===== src/rtl/pairwise_contact_energy_assert.svh =====
// assertion macros for the pairwise contact energy block
`ifndef PAIRWISE_CONTACT_ENERGY_ASSERT_SVH
`define PAIRWISE_CONTACT_ENERGY_ASSERT_SVH

// same-cycle implication, reset masked
`define PCE_ASSERT_NOW(lbl, clk, rst_n, ante, cons, msg) \
    lbl: assert property (@(posedge clk) disable iff (!rst_n) (ante) |-> (cons)) \
        else $error(msg);

// next-cycle implication, reset masked
`define PCE_ASSERT_NEXT(lbl, clk, rst_n, ante, cons, msg) \
    lbl: assert property (@(posedge clk) disable iff (!rst_n) (ante) |=> (cons)) \
        else $error(msg);

`endif


===== src/rtl/pce_pkg.sv =====
// shared types, constants and lookup tables for the pairwise contact energy block
package pce_pkg;

    localparam int MAX_RESIDUES = 256;
    localparam int ADDR_W       = $clog2(MAX_RESIDUES);
    localparam int CNT_W        = $clog2(MAX_RESIDUES + 1);
    localparam int LET_W        = 5;
    localparam int COORD_W      = 20;
    localparam int CUT_W        = 16;
    localparam int CUT2_W       = 2 * CUT_W;
    localparam int SUM_W        = 32;
    localparam int DIFF_W       = COORD_W + 1;
    localparam int SQ_W         = 2 * DIFF_W;
    localparam int D2_W         = SQ_W + 1;
    localparam int RT_W         = CUT_W;
    localparam int DIV_NW       = 28;
    localparam int DIV_DW       = 23;
    localparam int DIV_CW       = $clog2(DIV_NW + 1);
    localparam int RT_CW        = $clog2(RT_W + 1);

    localparam logic [CUT_W-1:0]  CUTOFF_RST = 16'd2560;
    localparam logic [CUT2_W-1:0] CUT2_RST   = 32'd6553600;
    localparam logic [6:0]        HYD_SCALE  = 7'd100;

    typedef struct packed {
        logic [LET_W-1:0]          letter;
        logic signed [COORD_W-1:0] x;
        logic signed [COORD_W-1:0] y;
        logic signed [COORD_W-1:0] z;
    } t_residue;

    typedef enum logic [3:0] {
        S_IDLE,
        S_RD,
        S_SQ,
        S_CMP,
        S_SQW,
        S_DHW,
        S_DEW,
        S_STORE,
        S_FIN
    } t_state;

    // hydrophobicity in tenths
    function automatic logic signed [6:0] hydro_rom(input logic [LET_W-1:0] l);
        logic signed [6:0] v;
        case (l)
            5'd0:  v = 7'sd18;
            5'd1:  v = -7'sd10;
            5'd2:  v = 7'sd25;
            5'd3:  v = -7'sd35;
            5'd4:  v = -7'sd35;
            5'd5:  v = 7'sd28;
            5'd6:  v = -7'sd4;
            5'd7:  v = -7'sd32;
            5'd8:  v = 7'sd45;
            5'd9:  v = -7'sd10;
            5'd10: v = -7'sd39;
            5'd11: v = 7'sd38;
            5'd12: v = 7'sd19;
            5'd13: v = -7'sd35;
            5'd14: v = -7'sd10;
            5'd15: v = -7'sd16;
            5'd16: v = -7'sd35;
            5'd17: v = -7'sd45;
            5'd18: v = -7'sd8;
            5'd19: v = -7'sd7;
            5'd20: v = -7'sd10;
            5'd21: v = 7'sd42;
            5'd22: v = -7'sd9;
            5'd23: v = -7'sd10;
            5'd24: v = -7'sd13;
            5'd25: v = -7'sd10;
            default: v = 7'sd0;
        endcase
        return v;
    endfunction

    // charge in halves
    function automatic logic signed [2:0] charge_rom(input logic [LET_W-1:0] l);
        logic signed [2:0] v;
        case (l)
            5'd1, 5'd3, 5'd4, 5'd9, 5'd14, 5'd20, 5'd23, 5'd25: v = -3'sd2;
            5'd7:         v = 3'sd1;
            5'd10, 5'd17: v = 3'sd2;
            default:      v = 3'sd0;
        endcase
        return v;
    endfunction

endpackage


===== src/rtl/pce_div.sv =====
// restoring unsigned divider, one quotient bit per cycle
module pce_div (
    input  logic                       i_clk,
    input  logic                       i_rst_n,
    input  logic                       i_start,
    input  logic [pce_pkg::DIV_NW-1:0] i_num,
    input  logic [pce_pkg::DIV_DW-1:0] i_den,
    output logic                       o_done,
    output logic [pce_pkg::DIV_NW-1:0] o_quot
);

    logic [pce_pkg::DIV_NW-1:0] r_q,    n_q;
    logic [pce_pkg::DIV_DW:0]   r_rem,  n_rem;
    logic [pce_pkg::DIV_DW-1:0] r_den,  n_den;
    logic [pce_pkg::DIV_CW-1:0] r_cnt,  n_cnt;
    logic                       r_run,  n_run;
    logic                       r_done, n_done;
    logic [pce_pkg::DIV_DW+1:0] shifted;
    logic [pce_pkg::DIV_DW+1:0] diff;

    always_comb begin
        n_q     = r_q;
        n_rem   = r_rem;
        n_den   = r_den;
        n_cnt   = r_cnt;
        n_run   = r_run;
        n_done  = 1'b0;
        shifted = {r_rem, r_q[pce_pkg::DIV_NW-1]};
        diff    = shifted - (pce_pkg::DIV_DW+2)'(r_den);
        if (i_start) begin
            n_q   = i_num;
            n_rem = '0;
            n_den = i_den;
            n_cnt = '0;
            n_run = 1'b1;
        end else if (r_run) begin
            if (!diff[pce_pkg::DIV_DW+1]) begin
                n_rem = diff[pce_pkg::DIV_DW:0];
                n_q   = {r_q[pce_pkg::DIV_NW-2:0], 1'b1};
            end else begin
                n_rem = shifted[pce_pkg::DIV_DW:0];
                n_q   = {r_q[pce_pkg::DIV_NW-2:0], 1'b0};
            end
            n_cnt = r_cnt + 1'b1;
            if (r_cnt == pce_pkg::DIV_CW'(pce_pkg::DIV_NW - 1)) begin
                n_run  = 1'b0;
                n_done = 1'b1;
            end
        end
    end

    always_ff @(posedge i_clk) begin
        if (!i_rst_n) begin
            r_run  <= 1'b0;
            r_done <= 1'b0;
            r_cnt  <= '0;
        end else begin
            r_run  <= n_run;
            r_done <= n_done;
            r_cnt  <= n_cnt;
        end
        r_q   <= n_q;
        r_rem <= n_rem;
        r_den <= n_den;
    end

    assign o_done = r_done;
    assign o_quot = r_q;

endmodule


===== config.mk =====
export PLATFORM = sky130hd
export DESIGN_NAME = pce_div
export DESIGN_NICKNAME = d
export VERILOG_FILES = /design/src/rtl/pairwise_contact_energy_assert.svh /design/src/rtl/pce_pkg.sv /design/src/rtl/pce_div.sv
export SDC_FILE = /design/constraint.sdc
export NUM_CORES = 1
export LEC_CHECK = 0
export BUFFER_PORTS_ARGS = -buffer_cell sky130_fd_sc_hd__buf_4
export CORE_MARGIN = 4
export CORE_UTILIZATION = 45
export CTS_CLUSTER_DIAMETER = 200
export CTS_CLUSTER_SIZE = 16
export DETAILED_ROUTE_END_ITERATION = 10
export MAX_ROUTING_LAYER = met4
export PLACE_DENSITY = 0.76
export SLEW_MARGIN = 15
export SYNTH_ARGS = -nofsm -noshare
export SYNTH_HDL_FRONTEND = slang
export SYNTH_SLANG_ARGS = --single-unit

===== constraint.sdc =====
create_clock -name i_clk -period 3.7 [get_ports i_clk]
set_clock_uncertainty 0.1 [all_clocks]
set_input_delay 0.555 -clock i_clk [delete_from_list [all_inputs] [get_ports i_clk]]
set_output_delay 0.555 -clock i_clk [all_outputs]
set_load 0.05 [all_outputs]

* Word level (Yosys, flattened, before mapping)
Cells that the tools add are included.
** Word-level totals
- Logic and storage cells :: 22
- Output and inout port bits :: 29
- Bits in registers :: 82
- Bits of input ports :: 54
** Cells by class
- Bitwise operators :: 2
- Add/sub/neg operators :: 2
- Equal/unequal tests :: 1
- Muxes and demuxes :: 8
- Reductions and logical operators :: 3
** Operator list (count)
- 28-bit two-way mux :: 2
- 25-bit by 23-bit subtractor with 25-bit output :: 1
- 24-bit two-way mux :: 1
- 5-bit by 1-bit adder with 5-bit output, second input constant :: 1
- 5-bit equality test, second input constant :: 1
- 1-bit two-way mux :: 5
- 3-bit OR reduction :: 1
- 1-bit NOT :: 2
- 2-bit nonzero test :: 1
- 2-bit OR reduction :: 1

* Depth between registers and ports, before layout
- Depth in word-level cells :: 4
- Mapped depth :: 12
- Gate-level depth less buffers :: 11

* Worst setup path after synthesis
No wires, ideal clock.
- Path type :: reg-to-reg
- Start :: register r_q, in the netlist o_quot[27]
- End :: register r_rem[10] (netlist bit)
- Data required time :: 3512 ps
- Data arrival time :: 2940 ps
- Period minus slack after synthesis :: 3128 ps
- Path slack :: 572 ps
- Path buffers :: 1
- Library setup time :: 88 ps
- Cell stages (with the launch flop) :: 13
- Cells stage by stage :: edfxtp_1 inv_1 ha_1 fa_1 nand2b_1 a21oi_1 o211ai_1 nand2_1 o21ai_4 xnor2_1 clkbuf_1 nand2_1 a311oi_2
** On the way
- Cells in the longest elaborated chain, start to end :: 2
** Ends and longest elaborated chain
- from (decl) :: RTL line pce_div.sv:12 : logic [pce_pkg::DIV_NW-1:0] r_q, n_q;
- from (signal assigned) :: RTL line pce_div.sv:62 : r_q <= n_q;
- 25-bit by 23-bit subtractor with 25-bit output :: RTL line pce_div.sv:29 : diff = shifted - (pce_pkg::DIV_DW+2)'(r_den);
- 24-bit two-way mux :: RTL line pce_div.sv:37 : if (!diff[pce_pkg::DIV_DW+1]) begin
- to (signal assigned) :: RTL line pce_div.sv:63 : r_rem <= n_rem;
- to (decl) :: RTL line pce_div.sv:13 : logic [pce_pkg::DIV_DW:0] r_rem, n_rem;
Every way passes these cells.
A chain may end at the register's enable or synchronous reset.

* Final worst setup path
- Start :: register r_q, in the netlist o_quot[27]
- End :: register r_rem[20] (netlist bit)
Same word-level chain as after synthesis.

==> impl_results.md <==
* Final Setup Violations at 0
* Worst r2r src: o_quot[27]$_DFFE_PP_
* WL met3 at 649 µm
* Seq/Total Area, Yosys at 0.4673
* Worst r2r dst: r_rem[20]$_SDFFE_PP0P_
* Async SR Flop Fraction at 0
* Number of global-route vias before repair at 3,714
* CTS hold repair buffers at 0
* Final Cycle Share at 0.8284
* GRT Residual Overflow at 0
* Fin. Hold Viols at 0
* CP required at 3.87 ns
* Clk slew on worst S/H paths at 0.09 ns
* Combinational share of power at 0.289
* Cts bufs inserted at 9
* Ys flop type: edfxtp_1
* Vias at 3,689
* CTS tree: yes
* CP Launch Point: o_quot[27]$_DFFE_PP_
* Most frequent CP cell: nand2_1
* Drt first pass iters at 4
* Crit path capture: r_rem[20]$_SDFFE_PP0P_
* DR top layer: met4
* Post-synthesis cell type count at 53
* Commonest non-fill, non-tap cell in the layout: buf_4
* Synth-to-layout area growth at 20.21%
* Core Rows at 36
* RSZ-0062 raised after global routing: false
* Post-CTS Setup Bufs at 0
* Gpl congestion at around 0.92
* Hold WS at around 0.26 ns
* #FFs+latches synth at 82
* Ys Warns at 0
* Worst rel slew slack at 0.5910
* Clock sinks at 82
* DR iter-0 viols at between 150 and 200
* Routed length on met2 at 5160 µm
* Fin Setup TNS at 0 ns
* Initial antenna violation count at 0
* Placed Instances at 659
* Diodes inserted at 0
* Drt wl/cell at 15.69 µm
* Routed Antenna Nets at 0
* Maximum vdd drop at 0.3066 mV
* Final core occ at 0.5613
* Number of max-cap violations at 0
* Clock Root Buffer: clkbuf_8
* DRT met1 WL at roughly 4600 µm
* Min cycle time layout at 3.065 ns
* Ports at 83
* CP Data Arrival Time at 3.23 ns
* EDFF count, synth at 51
* FF-to-FF path depth at 12
* Critical Path Fanout Max at 12
* Pin count of the biggest net entering global routing at 51
* Critical path launch point type: register
* Post-layout nets at 616
* Layout Cells excl Fill at 675
* Chip height at 109.2 µm
* Final Slew Violations at 0
* CORE AREA at between 9000 and 10,000 µm²
* Synthesized Nets at between 500 and 600
* Port Buffer Count at 82
* Crit-path max cell delay at 0.39 ns
* Chip width at 109.2 µm
* Cell count after synthesis at 455
* Fraction of power consumed by sequential logic at 0.459
* Flop2flop setup slack at 0.63 ns
* P_int at approximately 1600 µW
* Switching Power at about 830 µW
* Die area at 11,920 µm²
* Commonest non-fill, non-tap cells in the layout: buf_4, nand2_1, edfxtp_1
* Worst skew pair latency at 0.36 ns
* Clk network pwr share at 0.252
* Resize count post-CTS at 0
* Hold WC Path Type: input port to register
* All-layer global routing usage at 0.1870
* Critical-path cell list: inv_1 -> ha_1 -> fa_1 -> nand2b_1 -> a21oi_1 -> o211ai_1 -> nand2_1 -> o21ai_4 -> xor2_2 -> buf_4 -> nand2_1 -> a311oi_1
* Max frequency at between 300 and 400 MHz
* Final HPWL DP at ~8000 µm
* Max clock buf depth at 2
* PwrDens at around 440 nW/µm²
* Mapped cell area at ~4600 µm²
* Least-Margin Pin Slew at 0.6136 ns
* Synthesized area per cell at 10.12 µm²
* Pleak at 0.002290 µW
* DRC Markers at 0
* Vias per inst at between 5 and 6
* Crit end category: register
* WL final at 10,590 µm
* Status: complete, no violations
* First-pass GRT wire length at approximately 17,000 µm
* Slowest CP cell: edfxtp_1
* Share of cells above drive strength 1 at 0.2638
* Initial Util at 0.4669
* Critical path class: register to register
* H-tree depth at 3
* Sw Ratio at 0.3434
-- routing by layer --
layer | vias up | track usage
met3 | 17 | 0.04677
li1 | 1816 | -
met2 | 119 | 0.3110
met4 | 0 | 0.04599
met1 | 1737 | 0.2286
met5 | - | -
-- through the flow --
stage | power [µW] | setup WS (ns) | area (µm²)
final | 2411 | 0.6350 | 5537
after global routing | 2532 | 0.3807 | 5537
after CTS | 2433 | 0.6477 | 5537
after detailed placement | 1821 | 0.6824 | 5360
after global placement | 1806 | 0.8098 | 5360
after floorplan | 1621 | 0.5720 | 4606
-- synth_stat cells (2+ instances only) --
| cell | count | area (µm²) |
|---|---|---|
| o31ai_1 | 5 | 37.54 |
| nand2_1 | 61 | 229.0 |
| and3_1 | 3 | 18.77 |
| a211oi_1 | 8 | 60.06 |
| o21ai_0 | 12 | 60.06 |
| nor2_1 | 44 | 165.2 |
| nor2b_1 | 3 | 18.77 |
| a311oi_1 | 8 | 70.07 |
| edfxtp_1 | 51 | 1531 |
| a21oi_1 | 24 | 120.1 |
| mux2_2 | 27 | 304.0 |
| a311oi_2 | 8 | 120.1 |
| o21bai_1 | 3 | 22.52 |
| nand3_1 | 12 | 60.06 |
| ha_1 | 24 | 300.3 |
| clkbuf_1 | 14 | 52.55 |
| a21o_1 | 3 | 22.52 |
| xor2_1 | 12 | 105.1 |
| or3_1 | 2 | 12.51 |
| nand4_1 | 3 | 18.77 |
| o311ai_1 | 3 | 26.28 |
| inv_1 | 27 | 101.4 |
| a211o_1 | 3 | 26.28 |
| nor3_1 | 9 | 45.04 |
| o41ai_1 | 2 | 17.52 |
| dfxtp_1 | 31 | 620.6 |
| o211ai_1 | 5 | 37.54 |
| xnor2_1 | 12 | 105.1 |
| nand2b_1 | 9 | 56.30 |
| o21ai_1 | 4 | 20.02 |
-- worst min-delay path by stage --
stage / start / end / slack [ns] / cells after the start
finish: i_den[22] / r_den[22]$_DFFE_PP_ / 0.26 / 1
global route: i_den[22] / r_den[22]$_DFFE_PP_ / 0.24 / 1
CTS: i_den[22] / r_den[22]$_DFFE_PP_ / 0.24 / 1
detailed placement: r_rem[13]$_SDFFE_PP0P_ / r_rem[14]$_SDFFE_PP0P_ / 0.39 / 2
global placement: r_rem[6]$_SDFFE_PP0P_ / r_rem[7]$_SDFFE_PP0P_ / 0.38 / 2
floorplan: r_rem[3]$_SDFFE_PP0P_ / r_rem[4]$_SDFFE_PP0P_ / 0.37 / 2
-- registers in the layout, summed over array words and instances, names as in the netlist --
register and flops:
o_done 1, o_quot 28, r_cnt 5, r_den 23, r_rem 24, r_run 1
-- area by class of cell --
type | instances | area, µm²
Fill cell | 862 | 4328
Multi-Input combinational cell | 327 | 2268
Sequential cell | 82 | 2152
Timing Repair Buffer | 89 | 668.1
Tap cell | 133 | 166.4
Clock buffer | 10 | 127.6
Inverter | 28 | 105.1
Clock inverter | 6 | 48.80
-- power by group through the flow --
stage / clock, µW / combinational (µW) / sequential, µW
2_1_floorplan: 0 / 391 / 1230
3_3_place_gp: 0 / 682 / 1120
3_5_place_dp: 0 / 694 / 1130
4_1_cts: 627 / 697 / 1110
5_1_grt: 653 / 761 / 1120
6_report: 606 / 697 / 1110
-- worst max-delay path: cells and delay by family, from the launching register on --
family,cells,cell delay (ns)
adders and majority gates,2,0.61
AOI/OAI and AO/OA,4,0.82
DFF,1,0.39
and+or+nand+nor,3,0.45
xor gates and xnor gates,1,0.30
buffers and inverters,2,0.31
-- kinds of logic (layout without fill, tap and decap cells) --
group | Yosys count | after routing | synth area share
flops | 82 | 82 | 0.4673
simple gates | 150 | 150 | 0.1432
compound gates | 99 | 99 | 0.1625
fa+ha+maj | 25 | 25 | 0.06955
xor+xnor | 25 | 25 | 0.04917
mux | 28 | 28 | 0.06819
buf+inv | 46 | 133 | 0.04020
Power figures use the tool's default switching activity.
