$ cat src/rtl/pairwise_contact_energy_assert.svh
// assertion macros for the pairwise contact energy block
`ifndef PAIRWISE_CONTACT_ENERGY_ASSERT_SVH
`define PAIRWISE_CONTACT_ENERGY_ASSERT_SVH

// same-cycle implication, reset masked
`define PCE_ASSERT_NOW(lbl, clk, rst_n, ante, cons, msg) \
    lbl: assert property (@(posedge clk) disable iff (!rst_n) (ante) |-> (cons)) \
        else $error(msg);

// next-cycle implication, reset masked
`define PCE_ASSERT_NEXT(lbl, clk, rst_n, ante, cons, msg) \
    lbl: assert property (@(posedge clk) disable iff (!rst_n) (ante) |=> (cons)) \
        else $error(msg);

`endif

$ cat src/rtl/pce_pkg.sv
// shared types, constants and lookup tables for the pairwise contact energy block
package pce_pkg;

    localparam int MAX_RESIDUES = 256;
    localparam int ADDR_W       = $clog2(MAX_RESIDUES);
    localparam int CNT_W        = $clog2(MAX_RESIDUES + 1);
    localparam int LET_W        = 5;
    localparam int COORD_W      = 20;
    localparam int CUT_W        = 16;
    localparam int CUT2_W       = 2 * CUT_W;
    localparam int SUM_W        = 32;
    localparam int DIFF_W       = COORD_W + 1;
    localparam int SQ_W         = 2 * DIFF_W;
    localparam int D2_W         = SQ_W + 1;
    localparam int RT_W         = CUT_W;
    localparam int DIV_NW       = 28;
    localparam int DIV_DW       = 23;
    localparam int DIV_CW       = $clog2(DIV_NW + 1);
    localparam int RT_CW        = $clog2(RT_W + 1);

    localparam logic [CUT_W-1:0]  CUTOFF_RST = 16'd2560;
    localparam logic [CUT2_W-1:0] CUT2_RST   = 32'd6553600;
    localparam logic [6:0]        HYD_SCALE  = 7'd100;

    typedef struct packed {
        logic [LET_W-1:0]          letter;
        logic signed [COORD_W-1:0] x;
        logic signed [COORD_W-1:0] y;
        logic signed [COORD_W-1:0] z;
    } t_residue;

    typedef enum logic [3:0] {
        S_IDLE,
        S_RD,
        S_SQ,
        S_CMP,
        S_SQW,
        S_DHW,
        S_DEW,
        S_STORE,
        S_FIN
    } t_state;

    // hydrophobicity in tenths
    function automatic logic signed [6:0] hydro_rom(input logic [LET_W-1:0] l);
        logic signed [6:0] v;
        case (l)
            5'd0:  v = 7'sd18;
            5'd1:  v = -7'sd10;
            5'd2:  v = 7'sd25;
            5'd3:  v = -7'sd35;
            5'd4:  v = -7'sd35;
            5'd5:  v = 7'sd28;
            5'd6:  v = -7'sd4;
            5'd7:  v = -7'sd32;
            5'd8:  v = 7'sd45;
            5'd9:  v = -7'sd10;
            5'd10: v = -7'sd39;
            5'd11: v = 7'sd38;
            5'd12: v = 7'sd19;
            5'd13: v = -7'sd35;
            5'd14: v = -7'sd10;
            5'd15: v = -7'sd16;
            5'd16: v = -7'sd35;
            5'd17: v = -7'sd45;
            5'd18: v = -7'sd8;
            5'd19: v = -7'sd7;
            5'd20: v = -7'sd10;
            5'd21: v = 7'sd42;
            5'd22: v = -7'sd9;
            5'd23: v = -7'sd10;
            5'd24: v = -7'sd13;
            5'd25: v = -7'sd10;
            default: v = 7'sd0;
        endcase
        return v;
    endfunction

    // charge in halves
    function automatic logic signed [2:0] charge_rom(input logic [LET_W-1:0] l);
        logic signed [2:0] v;
        case (l)
            5'd1, 5'd3, 5'd4, 5'd9, 5'd14, 5'd20, 5'd23, 5'd25: v = -3'sd2;
            5'd7:         v = 3'sd1;
            5'd10, 5'd17: v = 3'sd2;
            default:      v = 3'sd0;
        endcase
        return v;
    endfunction

endpackage

$ cat src/rtl/pce_isqrt.sv
// bit-pair iterative integer square root, one result bit per cycle
module pce_isqrt (
    input  logic                       i_clk,
    input  logic                       i_rst_n,
    input  logic                       i_start,
    input  logic [pce_pkg::CUT2_W-1:0] i_n,
    output logic                       o_done,
    output logic [pce_pkg::RT_W-1:0]   o_root
);

    // the partial result runs as wide as the operand until the last step
    logic [pce_pkg::CUT2_W-1:0] r_rem,  n_rem;
    logic [pce_pkg::CUT2_W-1:0] r_res,  n_res;
    logic [pce_pkg::CUT2_W-1:0] r_bit,  n_bit;
    logic [pce_pkg::RT_CW-1:0]  r_cnt,  n_cnt;
    logic                       r_run,  n_run;
    logic                       r_done, n_done;
    logic [pce_pkg::CUT2_W:0]   trial;

    always_comb begin
        n_rem  = r_rem;
        n_res  = r_res;
        n_bit  = r_bit;
        n_cnt  = r_cnt;
        n_run  = r_run;
        n_done = 1'b0;
        trial  = {1'b0, r_rem} - ({1'b0, r_res} + {1'b0, r_bit});
        if (i_start) begin
            n_rem = i_n;
            n_res = '0;
            n_bit = pce_pkg::CUT2_W'(1) << (pce_pkg::CUT2_W - 2);
            n_cnt = '0;
            n_run = 1'b1;
        end else if (r_run) begin
            if (!trial[pce_pkg::CUT2_W]) begin
                n_rem = trial[pce_pkg::CUT2_W-1:0];
                n_res = (r_res >> 1) + r_bit;
            end else begin
                n_res = r_res >> 1;
            end
            n_bit = r_bit >> 2;
            n_cnt = r_cnt + 1'b1;
            if (r_cnt == pce_pkg::RT_CW'(pce_pkg::RT_W - 1)) begin
                n_run  = 1'b0;
                n_done = 1'b1;
            end
        end
    end

    always_ff @(posedge i_clk) begin
        if (!i_rst_n) begin
            r_run  <= 1'b0;
            r_done <= 1'b0;
            r_cnt  <= '0;
        end else begin
            r_run  <= n_run;
            r_done <= n_done;
            r_cnt  <= n_cnt;
        end
        r_rem <= n_rem;
        r_res <= n_res;
        r_bit <= n_bit;
    end

    assign o_done = r_done;
    assign o_root = r_res[pce_pkg::RT_W-1:0];

endmodule

$ cat config.mk
export PLATFORM = sky130hd
export DESIGN_NAME = pce_isqrt
export DESIGN_NICKNAME = d
export VERILOG_FILES = /design/src/rtl/pairwise_contact_energy_assert.svh /design/src/rtl/pce_pkg.sv /design/src/rtl/pce_isqrt.sv
export SDC_FILE = /design/constraint.sdc
export NUM_CORES = 1
export LEC_CHECK = 0
export BUFFER_PORTS_ARGS = -buffer_cell sky130_fd_sc_hd__buf_2
export CAP_MARGIN = 15
export CORE_ASPECT_RATIO = 0.75
export CORE_UTILIZATION = 60
export DETAILED_ROUTE_END_ITERATION = 6
export PLACE_DENSITY_LB_ADDON = 0.1
export SYNTH_ARGS = -nofsm -noshare
export SYNTH_HDL_FRONTEND = slang
export SYNTH_SLANG_ARGS = --single-unit
$ cat constraint.sdc
create_clock -name i_clk -period 7.96 [get_ports i_clk]
set_clock_uncertainty 0.2 [all_clocks]
set_input_delay 1.194 -clock i_clk [delete_from_list [all_inputs] [get_ports i_clk]]
set_output_delay 1.194 -clock i_clk [all_outputs]
set_load 0.005 [all_outputs]
# [After elaboration in Yosys (flattened, before gate mapping)]
# Cells that the tools add are included.
[classes] addsub=4 mux=8 n_reduce_logical=4 n_eq_ne=2 n_bitwise=2
[ops] op="$mux 32" n=4
[ops] op="$add 32x31->33" n=1
[ops] op="$sub 32x33->33" n=1
[ops] op="$add 31x31->32" n=1
[ops] op="$add 5x1->5 const B" n=1
[ops] op="$eq 5x4->1 const B" n=1
[ops] op="$mux 1" n=4
[ops] op="$reduce_or 3->1" n=1
[ops] op="$ne 2x2->1 const B" n=1
[ops] op="$not 1->1" n=2
[ops] op="$reduce_and 2->1" n=1
[ops] op="$reduce_bool 2->1" n=1
[ops] op="$reduce_or 2->1" n=1
[word_totals] ff_bits=87

# [Depth between registers and ports, before layout]
# Gate-level depths: netlist (run 1).
[logic_depth] ltp_word=5 ltp_mapped=15 mapped_depth_nobuf=12

# [Worst setup path after synthesis (run 1)]
# OpenSTA, ideal clock, no wires.
[synth_timing] kind="register -> register" startpoint="register r_res[16] (netlist name)" endpoint="register r_rem[0] (netlist name) (enable)" slack_ps=2063 arrival_ps=5231 required_time_ps=7294 path_stages_with_launch=14 path_cell_list="dfxtp_1 -> inv_1 -> fa_1 -> ha_1 -> buf_2 -> a21oi_4 -> a21oi_1 -> o41ai_2 -> o211ai_2 -> a311oi_2 -> xor2_2 -> buf_6 -> buf_2 -> o21ai_0"
[synth_via] elab_chain_len=4
[synth_rtl] element="start, declared" line_no="pce_isqrt.sv:13" text="logic [pce_pkg::CUT2_W-1:0] r_res, n_res;"
[synth_rtl] element="start signal, assigned" line_no="pce_isqrt.sv:61" text="r_res <= n_res;"
[synth_rtl] element="$add 32x31->33" line_no="pce_isqrt.sv:27" text="trial = {1'b0, r_rem} - ({1'b0, r_res} + {1'b0, r_bit});"
[synth_rtl] element="$sub 32x33->33" line_no="pce_isqrt.sv:27"
[synth_rtl] element="$ne 2x2->1 (no line)"
[synth_rtl] element="$reduce_and 2->1 (no line)"
[synth_rtl] element="end signal, assigned" line_no="pce_isqrt.sv:60" text="r_rem <= n_rem;"
[synth_rtl] element="end, declared" line_no="pce_isqrt.sv:12" text="logic [pce_pkg::CUT2_W-1:0] r_rem, n_rem;"
# No other way between the ends.
# A chain may end at the register's enable or synchronous reset.

# [Worst setup path in the final report (run 1)]
[layout_timing] startpoint="register r_res[16] (netlist name)" endpoint="register r_rem[15] (netlist name) (enable)"
# The elaborated chain is that of the path after synthesis.

==> metrics.txt, run 1 <==
status finished, final reports clean; mapped cell area 7080 um2; share of layout cells above drive strength 1 0.108; Final TNS setup 0 ps; die area 12200 um2; Register Area between 2000 and 2500 um2; Mapped Avg Cell Area approximately 8.5 um2; GPL Wtd Cong between 0.9 and 1; CP Launch Type flip-flop; DIE WIDTH between 100 and 150 um; Placed Area 7320 um2; Max Clock Freq roughly 0.21 GHz; post-synthesis instance total approximately 830; r2r setup slk ~3100 ps; final core occ 0.681; ys async rst share 0; Ports 52; Ys Warns 0; max_slew headroom 0.233; Period minus WS final ~4800 ps; Synth Area in XOR/XNOR 0.0456; CP endpoint kind flip-flop; GRT Util Overall 0.283; unrepaired setup endpoints after global routing no; Worst Setup Slack, final roughly 3100 ps; worst reg-to-reg path cell count 11; Via density 6.02; Max IR drop VDD a little over 0.3 mV; Avg WL per Cell roughly 16 um; area delta synth->final 7.60%; Final ANT Viol Nets 0; # hold bufs at CTS 0; antenna cell count 0; final net count ~960; total CTS buffers 9; vias in the first global route around 5600; Filler cells roughly 890; compound-gate portion of the synthesized area 0.210; Crit Path Class reg2reg; Vert. Die Dim just under 100 um; DR pass1 iterations 5; DRC 0; Hold Fails Final Rpt 0; dpl hpwl 12000 um; via count between 6000 and 7000; Post-synth top flop dfxtp_1; simple-gate share of the synthesized area 0.144; antenna violations before repair 0; final slew viol count 0; CP required slightly below 8000 ps; maximum buffer depth of the clock tree 2; period utilization 0.608; Clk pin slew, worst setup/hold paths ~70 ps; Setup Buffers After CTS 0; Final setup viols 0; Hold Crit Depth 2; largest family of logic cells by synthesized area compound AO/OA/AOI/OAI gates; hold crit path type reg2reg; maximum fanout along the worst path between 60 and 70; Worst-Margin Slew roughly 1100 ps; design area 7620 um2; initial core utilization 0.633; Synth Area in Adders 0.165; Congestion Overflow GR 0; Synth Net Count ~950; Lkg Pwr between 0.003 and 0.004 uW; row cnt 33; Synth cell types about 70; EDFF count, synth 32; Cell Pwr Density about 410 nW/um2; post-synthesis mux area share 0.0505; Fin Hold WS between 200 and 300 ps; root buffer cell clkbuf_16; CTS H-Tree Depth 3; Seq/Total Area, Yosys 0.291; #FFs+latches synth a little under 90; 1st-iter DRT viols 517; CORE AREA ~11000 um2; pin count of the biggest net entering global routing 82; final wirelength around 17000 um; Critical Path AT roughly 4600 ps; CTS tree yes; footprint of the multi-input gates roughly 4400 um2; max-cap violations 0; Post-CTS Resized 0; DP Worst Slack between 3000 and 4000 ps; first-pass GRT wire length roughly 27000 um; clk_lat worst skew roughly 350 ps; input/output buffers around 50; # clock sinks between 80 and 90
[final timing paths]
kind	startpoint	to
worst min register to register	r_cnt[4]	r_cnt[4]
worst max register to register	r_res[16]	r_rem[15]
worst min-delay path	r_cnt[4]	r_cnt[4]
worst max-delay path	r_res[16]	r_rem[15]
[critical path, cell delays in order (launching register included)]
cell and delay [ps]:
dfxtp_1 470, inv_1 100, fa_1 490, ha_1 430, a21oi_4 200, a21oi_1 110
o41ai_2 420, o211ai_2 180, a311oi_2 420, xor2_4 100, buf_4 330, o21ai_4 960
[logic make-up (layout without fill, tap and decap cells)]
logic type	Yosys count	count (layout)
adders and majority gates	83	83
and+or+nand+nor	218	218
xor gates and xnor gates	36	36
AOI/OAI and AO/OA	214	214
DFF	87	87
buffers and inverters	158	176
muxes	35	35
[per-stage QoR]
stage	instances	power (uW)
after global routing	1006	3360
after floorplan	831	2240
after CTS	1006	3100
final	1006	3110
after detailed placement	990	2630
after global placement	990	2560
[placed cells by master (no fill, tap or decap), types with 18 or more instances in the layout]
cell / n
edfxtp_1: 32
mux2i_1: 29
o21ai_0: 64
xor2_1: 18
nor2_1: 72
ha_1: 66
nand2_1: 58
inv_1: 104
dfxtp_1: 54
buf_2: 50
nand3_1: 18
a21oi_1: 26
[final cells by class]
cell class              instances  share of cell area
well taps                     157              0.0258
clock buffers                   9              0.0296
inverters                     105              0.0517
multi-input cells             586               0.574
repair buffers                 55              0.0378
clock inverters                 7              0.0100
flip-flops and latches         87               0.271
[sequential cells by signal (all words and copies together) (netlist names)]
signal  flops
r_rem      32
r_res      32
r_bit      16
r_cnt       5
o_done      1
r_run       1
[power by group]
| group | switching (uW) | total, uW | internal, uW |
|---|---|---|---|
| Sequential | 82.1 | 707 | 625 |
| Clock | 197 | 444 | 247 |
| Combinational | 1160 | 1960 | 797 |
| Total | 1440 | 3110 | 1670 |
[cells in the mapped netlist, types with 11 or more instances]
cell type	count	area share
buf_4	16	0.017
clkbuf_1	29	0.015
xnor2_1	17	0.021
fa_1	17	0.048
o21ai_0	65	0.046
or3_1	14	0.012
xor2_1	18	0.022
nand2_1	58	0.031
nor3_1	16	0.011
edfxtp_1	32	0.14
inv_1	104	0.055
a31oi_1	15	0.013
a21o_1	15	0.016
a311oi_1	14	0.017
mux2i_1	29	0.041
dfxtp_1	55	0.16
nand4_1	11	0.0097
nand3_1	18	0.013
nor2_1	72	0.038
ha_1	66	0.12
a21oi_1	26	0.018
[metal layers]
layer | up-vias | track usage | part of all wire | routed length [um]
met5 | - | 0 | 0 | 0
li1 | 2972 | - | - | -
met3 | 22 | 0.0472 | 0.075 | 1240
met4 | 0 | 0.0694 | 0.012 | 202
met1 | 2809 | 0.410 | 0.48 | 8010
met2 | 257 | 0.440 | 0.43 | 7070
Power figures use the tool's default switching activity.
==> run 2, diff against run 1 <==
CORE_UTILIZATION = 56   (was 60)
clock period = 3.9 ns   (was 7.96 ns; I/O delays follow)
==> metrics.txt, run 2 (same netlist as run 1, synthesis figures left out) <==
CP required 3760 ps (was 7720 ps); maximum buffer depth of the clock tree 2 (unchanged); critical path's slowest cell fa_1 (was o21ai_4); initial core utilization 0.576 (was 0.633); Avg WL per Cell 17.6 um (was 16.4 um); CP Launch Type flip-flop (unchanged); CP Cell Sequence inv_2 -> fa_1 -> inv_2 -> ha_4 -> o21ai_2 -> a22oi_2 -> a311oi_4 -> o211ai_2 -> a311oi_2 -> buf_4 -> xor2_4 -> buf_12 -> buf_12 -> o21ai_4 -> buf_4 -> clkbuf_16 (was inv_1 -> fa_1 -> ha_1 -> a21oi_4 -> a21oi_1 -> o41ai_2 -> o211ai_2 -> a311oi_2 -> xor2_4 -> buf_4 -> o21ai_4); CTS tree yes (unchanged); Vert. Die Dim 99.4 um (was 96.1 um); root buffer cell clkbuf_16 (unchanged); final core occ 0.684 (was 0.681); placed cells 1042 (was 990); DRC 0 (unchanged); # hold bufs at CTS 0 (unchanged); Via density 5.92 (was 6.02); dpl hpwl 13300 um (was 12000 um); input/output buffers 51 (unchanged); Ports 52 (unchanged); die area 13100 um2 (was 12200 um2); share of layout cells above drive strength 1 0.205 (was 0.108); CTS H-Tree Depth 3 (unchanged); antenna violations before repair 0 (unchanged); most common cell after layout, fill and taps aside inv_1 (unchanged); hold crit path type in2reg (was reg2reg); vias in the first global route 5905 (was 5592); DIE WIDTH 132 um (was 127 um); first-pass GRT wire length 29300 um (was 27100 um); # clock sinks 87 (unchanged); max-cap violations 0 (unchanged); Bufs and invs on worst path 7 (was 2); final wirelength 18900 um (was 16500 um); Crit Path Class reg2reg (unchanged); Layout Cells excl Fill 1075 (was 1006); commonest cells after routing, fill and taps aside inv_1 (101), nor2_1 (72), o21ai_0 (61), ha_1 (61), nand2_1 (58) (was inv_1 (104), nor2_1 (72), ha_1 (66), o21ai_0 (64), nand2_1 (58)); Filler cells 1013 (was 888); Cell Pwr Density 913 nW/um2 (was 408 nW/um2); Congestion Overflow GR 0 (unchanged); final slew viol count 0 (unchanged); status finished, final reports clean (unchanged); Final ANT Viol Nets 0 (unchanged); antenna cell count 0 (unchanged); GRT Util Overall 0.281 (was 0.283); maximum fanout along the worst path 7 (was 63); Max Clock Freq 0.262 GHz (was 0.207 GHz); clk_lat worst skew 350 ps (about the same); Hold Fails Final Rpt 0 (unchanged); total CTS buffers 9 (unchanged); Period minus WS final 3820 ps (was 4840 ps); via count 6359 (was 6060); DR pass1 iterations 5 (unchanged); Max IR drop VDD 0.494 mV (was 0.310 mV); row cnt 35 (was 33); CP endpoint kind flip-flop (unchanged); final net count 1022 (was 962); Clk pin slew, worst setup/hold paths 80 ps (was 70 ps); unrepaired setup endpoints after global routing yes (was no); Final TNS setup 0 ps (unchanged); period utilization 0.979 (was 0.608); GPL Wtd Cong 0.924 (was 0.935); max_slew headroom 0.378 (was 0.233); Worst-Margin Slew 932 ps (was 1150 ps); largest registers r_rem x32, r_res x32, r_bit x16 (unchanged); pin count of the biggest net entering global routing 81 (was 82); Final setup viols 0 (unchanged); Lkg Pwr 0.00351 uW (was 0.00313 uW); Critical Path AT 3680 ps (was 4600 ps); CORE AREA 12300 um2 (was 11200 um2); cell family with most CP delay compound AO/OA/AOI/OAI gates (unchanged); area delta synth->final 18.9% (was 7.60%); Critical Path Max Stage Delay 520 ps (was 960 ps); 1st-iter DRT viols 430 (was 517)
[run 2: cell types whose count changed in the layout (fill, tap and decap cells not counted), moves of 5 or more]
| cell | before | now |
|---|---|---|
| a311oi_1 | 14 | 9 |
| a311oi_2 | 1 | 6 |
| buf_12 | 0 | 6 |
| buf_4 | 5 | 52 |
| clkbuf_16 | 9 | 14 |
| dfxtp_1 | 54 | 47 |
| dfxtp_2 | 1 | 7 |
| ha_1 | 66 | 61 |
[run 2: path summary, 6_finish.rpt]
path	startpoint	end	slack (ps)	cells after the start
min	i_rst_n	r_run	250	2
max	r_rem[4]	r_rem[27]	80	16
max reg2reg	r_rem[4]	r_rem[27]	80	16
min reg2reg	r_cnt[4]	r_cnt[4]	290	2
[run 2: report_power, final]
part | internal, uW | total, uW | switching (uW) | leakage [uW]
combinational | 2510 | 5360 | 2850 | 0.00259
clock | 488 | 909 | 421 | 0.000153
sequential | 1280 | 1420 | 142 | 0.000774
[run 2: final cells by class]
cell class | instances | area, um2 | share of cell area
clock buffer | 10 | 250 | 0.0297
clock inverter | 6 | 55.1 | 0.00654
inverter | 105 | 394 | 0.0468
multi-input combinational | 587 | 4560 | 0.541
sequential | 87 | 2070 | 0.246
tap | 166 | 208 | 0.0247
timing repair buffer | 114 | 883 | 0.105
[run 2: stage by stage]
stage / total power (uW) / cell area, um2 / hold WS (ps) / worst slack (ps)
final: 7690 / 8420 / 254 / 82.2
after global routing: 8230 / 8420 / 272 / -48.2
after CTS: 6970 / 8080 / 247 / 7.10
after detailed placement: 5880 / 7720 / 275 / -110
after global placement: 5780 / 7720 / 265 / -62.2
after floorplan: 4650 / 7130 / 256 / -5.41
[run 2: what timing repair did]
action                     4_1_cts  5_1_grt
setup buffers                    2        9
setup endpoints to repair       31       71
pin swaps                        1       19
gates cloned                     0        6
resized for setup                3       35
[run 2: per-layer routing]
layer / GRT usage / wire length, um / vias to the layer above
li1: - / - / 3095
met1: 0.413 / 9110 / 3019
met2: 0.431 / 8320 / 214
met3: 0.0403 / 1120 / 31
met4: 0.0707 / 348 / 0
met5: 0 / 0 / -
[run 2: worst reg2reg max path, stage by stage, from the launching register on]
cell	delay (ps)
edfxtp_1	350
inv_2	40
fa_1	520
inv_2	50
ha_4	250
o21ai_2	140
a22oi_2	160
a311oi_4	370
o211ai_2	130
a311oi_2	260
buf_4	230
xor2_4	90
buf_12	170
buf_12	130
o21ai_4	120
buf_4	170
clkbuf_16	160
